## src/design/bcp_pkg.sv

```systemverilog
`default_nettype none
package bcp_pkg;

    // Default sizes of the clause store
    localparam int unsigned CLAUSES_DEF   = 1024;
    localparam int unsigned LITS_DEF      = 4;
    localparam int unsigned VAR_W_DEF     = 10;

    // Fixed port field widths
    localparam int unsigned FUNC_W   = 2;
    localparam int unsigned IDX_W    = 12;
    localparam int unsigned VAR_IN_W = 10;
    localparam int unsigned VAL_W    = 2;
    localparam int unsigned CID_W    = 10;
    localparam int unsigned POS_W    = 2;

    // Command codes
    localparam logic [FUNC_W-1:0] FUNC_LOAD   = 2'd0;
    localparam logic [FUNC_W-1:0] FUNC_ASSIGN = 2'd1;
    localparam logic [FUNC_W-1:0] FUNC_UNDO   = 2'd2;

    // Three-valued literal values
    localparam logic [VAL_W-1:0] VAL_FALSE      = 2'd0;
    localparam logic [VAL_W-1:0] VAL_TRUE       = 2'd1;
    localparam logic [VAL_W-1:0] VAL_UNASSIGNED = 2'd2;

    typedef enum logic [2:0] {
        S_CLEAR,
        S_IDLE,
        S_LOAD_DIV,
        S_LOAD_RD,
        S_LOAD_WR,
        S_SWEEP,
        S_DONE
    } t_state;

    typedef struct packed {
        logic accept;
        logic clear_step;
        logic load_div;
        logic load_rd;
        logic load_wr;
        logic sweep_step;
        logic result_load;
    } t_cmd;

    typedef struct packed {
        logic cnt_end;
        logic out_busy;
    } t_status;

endpackage
`default_nettype wire

```

## src/design/bcp_ctrl.sv

```systemverilog
`default_nettype none
module bcp_ctrl (
    input  wire logic                          i_clk,
    input  wire logic                          i_rst_n,
    input  wire logic                          i_valid,
    input  wire logic [bcp_pkg::FUNC_W-1:0]    i_func,
    input  wire bcp_pkg::t_status              i_status,
    output bcp_pkg::t_cmd                      o_cmd,
    output logic                               o_stall
);
    import bcp_pkg::*;

    t_state r_state;
    t_state n_state;

    always_ff @(posedge i_clk) begin
        if (!i_rst_n) begin
            r_state <= S_CLEAR;
        end else begin
            r_state <= n_state;
        end
    end

    always_comb begin
        n_state = r_state;
        case (r_state)
            S_CLEAR: begin
                if (i_status.cnt_end) n_state = S_IDLE;
            end
            S_IDLE: begin
                if (i_valid) begin
                    case (i_func)
                        FUNC_LOAD:   n_state = S_LOAD_DIV;
                        FUNC_ASSIGN: n_state = S_SWEEP;
                        FUNC_UNDO:   n_state = S_SWEEP;
                        default:     n_state = S_DONE;
                    endcase
                end
            end
            S_LOAD_DIV: n_state = S_LOAD_RD;
            S_LOAD_RD:  n_state = S_LOAD_WR;
            S_LOAD_WR:  n_state = S_DONE;
            S_SWEEP: begin
                if (i_status.cnt_end) n_state = S_DONE;
            end
            S_DONE: begin
                if (!i_status.out_busy) n_state = S_IDLE;
            end
            default: n_state = S_IDLE;
        endcase
    end

    always_comb begin
        o_cmd             = '0;
        o_stall           = 1'b1;
        case (r_state)
            S_CLEAR:    o_cmd.clear_step = !i_status.cnt_end;
            S_IDLE: begin
                o_stall      = 1'b0;
                o_cmd.accept = i_valid;
            end
            S_LOAD_DIV: o_cmd.load_div = 1'b1;
            S_LOAD_RD:  o_cmd.load_rd = 1'b1;
            S_LOAD_WR:  o_cmd.load_wr = 1'b1;
            S_SWEEP:    o_cmd.sweep_step = !i_status.cnt_end;
            S_DONE:     o_cmd.result_load = !i_status.out_busy;
            default:    o_stall = 1'b1;
        endcase
    end
endmodule
`default_nettype wire

```

## config.mk

```make
export PLATFORM = sky130hd
export DESIGN_NAME = bcp_ctrl
export DESIGN_NICKNAME = d
export VERILOG_FILES = /design/src/design/bcp_pkg.sv /design/src/design/bcp_ctrl.sv
export SDC_FILE = /design/constraint.sdc
export NUM_CORES = 1
export LEC_CHECK = 0
export BUFFER_PORTS_ARGS = -buffer_cell sky130_fd_sc_hd__buf_2
export CAP_MARGIN = 20
export CORE_AREA = 2 2 39 41
export DETAILED_ROUTE_END_ITERATION = 6
export DIE_AREA = 0 0 41 43
export PLACE_DENSITY = 0.51
export SYNTH_ARGS = -nofsm -noshare
export SYNTH_HDL_FRONTEND = slang
export SYNTH_SLANG_ARGS = --single-unit
```

## constraint.sdc

```tcl
create_clock -name i_clk -period 1.1 [get_ports i_clk]
set_input_delay 0.22 -clock i_clk [delete_from_list [all_inputs] [get_ports i_clk]]
set_output_delay 0.22 -clock i_clk [all_outputs]
set_load 0.01 [all_outputs]
```

==> results.cfg <==
[final_layout]
layout.nets = 71
largest_register_ff_count = 3
top_regs = r_state: 3 flops
fillers = 152
syn_to_final_growth_pct = 89.22
top_register = r_state
final_cells = 78
insertedDiodeCount = 0
drive_gt1_share_pct = 64.52
final_util_pct = 39.69
fin_area_sq_um = 549.3

[logic_synthesis]
synth_cell_type_count = 22
syn_inst = 37
synth_top_area_cell = dfxtp_1
ys_top_cells_by_area = dfxtp_1 (21%), o2111a_1 (7.8%), nand2b_1 (6.5%)
mappedNetlistArea_sq_um = 290.3
ys_ff_latch = 3
syn_nets = 45
synth_top_area_share_pct = 20.69
ys_seq_area_share_pct = 20.69
avgSynthCellArea_sq_um = 7.845
yosysWarningCount = 0

[detailed_routing]
wirelength_um = 768
detail-route-antenna-nets = 0
first_iter_violations = 3
drc = 0
first_pass_iters = 4
routed_via_density = 4.436
post_drt_wl_per_cell_um = 9.846
vias = 346

[critical_path]
critPathRequiredTime_ns = 0.88
cp-start-kind = flip-flop
slowest_stage = dfxtp_2
cpLargestDelayFamily = flip-flops
crit_chain = buf_4 > nor4_4 > buf_2
cp_num_cells = 3
cp_max_fo = 5
slowest_delay_ns = 0.32
critical_path_class = reg2out
arrival_ns = 1.08
path_buf_inv = 2
crit_path_end_kind = output port
r2r_cells = 4

[timing]
relSlewSlack_pct = 84.45
fin_crit_sh_pct = 118.1
tightest_slew_ns = 0.2296
period_minus_slack_ns = 1.299
rsz0062_at_grt = yes
drv_slew = 0
setup_ws_ns = -0.1990
setup_violations = 8
fmax_ghz = 0.7698
finalHoldViolations = 0
finalClockSkew_ns = 0.0004889

[floorplanning]
die-area_sq_mm = 0.001763
start_util_pct = 20.98
die_y_um = 43
row_count = 14
io_pins = 15
die_w_um = 41
coreArea_sq_mm = 0.001384

[clock_tree]
htreeDepth = 1
cts_tree = built
clkLatencyLatePin_ns = 0.23
holdBufCountCts = 0
cts_buffers = 3
clk_path_buf_depth = 2
cts_sinks = 3
clockRootBuffer = clkbuf_4
clkTransAtPathRegs_ns = 0.04

[global_route]
grt_pass1_wl_um = 1214
overflow = 0
grt_max_degree = 8
grt_pass1_vias = 306
grt_util_all_layers_pct = 10.64
grt_antenna_before_repair = 0

[min_path]
hp-class = in2reg
min_path_cells = 3

[power_and_ir_drop]
leakagePower_nw = 0.2715
peakVddDrop_uv = 528.3
power_density_mw_per_mm2 = 1217

[placed_design]
hpwl_um = 557.5
place_area_sq_um = 412.9
dp.cells = 71
gp_congestion = 0.7241
io_buffers = 14

[run_status]
violations = setup timing
outcome = complete, but fails checks

[flow_run]
cap_violations = 0
## per-layer routing
layer	track usage [%]	share of wire, %	up-vias
li1	-	-	180
met2	15.63	46	16
met4	2.000	0	0
met3	7.853	8.7	0
met1	12.22	45	150
met5	0	0	-
## through the flow
step	total power [W]	TNS, ns	hold WS, ns	worst slack [ns]
final	0.0006687	-1.181	0.2581	-0.1990
after global placement	0.0003664	-0.1006	0.5021	-0.1006
after global routing	0.0007343	-1.719	0.2363	-0.2974
after floorplan	0.0002841	0	0.3545	0.006602
after detailed placement	0.0003659	-0.1124	0.4988	-0.1109
after CTS	0.0006441	-1.263	0.2449	-0.2255
## worst register-to-register path, stage by stage, from the launching register on
cell,delay [ns]
dfxtp_2,0.33
buf_6,0.12
buf_4,0.13
a211o_1,0.25
o2111a_1,0.13
## synth_stat cells
master / number
and3_1: 1
nor2b_1: 2
buf_6: 1
inv_1: 4
and2b_4: 1
ha_1: 1
nor4_1: 1
nor2b_4: 1
o21ai_2: 1
o311ai_1: 1
a211o_1: 1
o2111a_1: 2
buf_4: 2
a21oi_1: 2
nand2b_1: 3
nand3_1: 1
nor3b_1: 1
nor2_1: 5
dfxtp_1: 3
nand3b_1: 1
o21ai_1: 1
and2_1: 1
## logic make-up (layout without fill, tap and decap cells)
kind of cell    after synthesis  count (layout)  synth area share (%)
simple gates                 18              18                 38.80
fa+ha+maj                     1               1                 4.310
compound gates                8               8                 21.98
buf+inv                       7              32                 14.22
flops                         3               3                 20.69
## final timing paths
kind         startpoint         end  slack, ns
max          r_state[2]    o_cmd[5]      -0.20
min             i_rst_n  r_state[2]       0.26
max reg2reg  r_state[0]  r_state[1]       0.03
min reg2reg  r_state[2]  r_state[2]       0.65
## where the power goes
group | switching [W] | leakage (nW) | internal (W) | total, W
clock network | 0.0000541 | 0.0150 | 0.000136 | 0.000190
logic | 0.000134 | 0.230 | 0.000199 | 0.000333
registers | 0.0000191 | 0.0261 | 0.000127 | 0.000146
## placed cells by master (no fill, tap or decap), types with 2 or more instances in the layout
master | netlist | final
a21oi_1 | 2 | 2
buf_2 | 0 | 13
buf_4 | 2 | 5
buf_6 | 1 | 5
clkbuf_4 | 0 | 3
dfxtp_2 | 0 | 2
inv_1 | 4 | 4
nand2b_4 | 0 | 3
nor2_1 | 5 | 3
nor2_2 | 0 | 2
nor2b_1 | 2 | 2
o2111a_1 | 2 | 2
## area by class of cell
type / count / area, sq um / area share [%]
multi-input combinational: 27 / 242.7 / 44.19
timing repair buffer: 24 / 178.9 / 32.57
sequential: 3 / 66.31 / 12.07
clock buffer: 4 / 26.28 / 4.784
tap: 16 / 20.02 / 3.645
inverter: 4 / 15.01 / 2.733
## timing repair
action                                  in CTS  in global routing
endpoints found under the setup margin       8                  8
buffers inserted                             2                  1
pin swaps                                    3                  3
resized for setup                           11                  6
No activity file was read; power rests on OpenSTA's default activity.
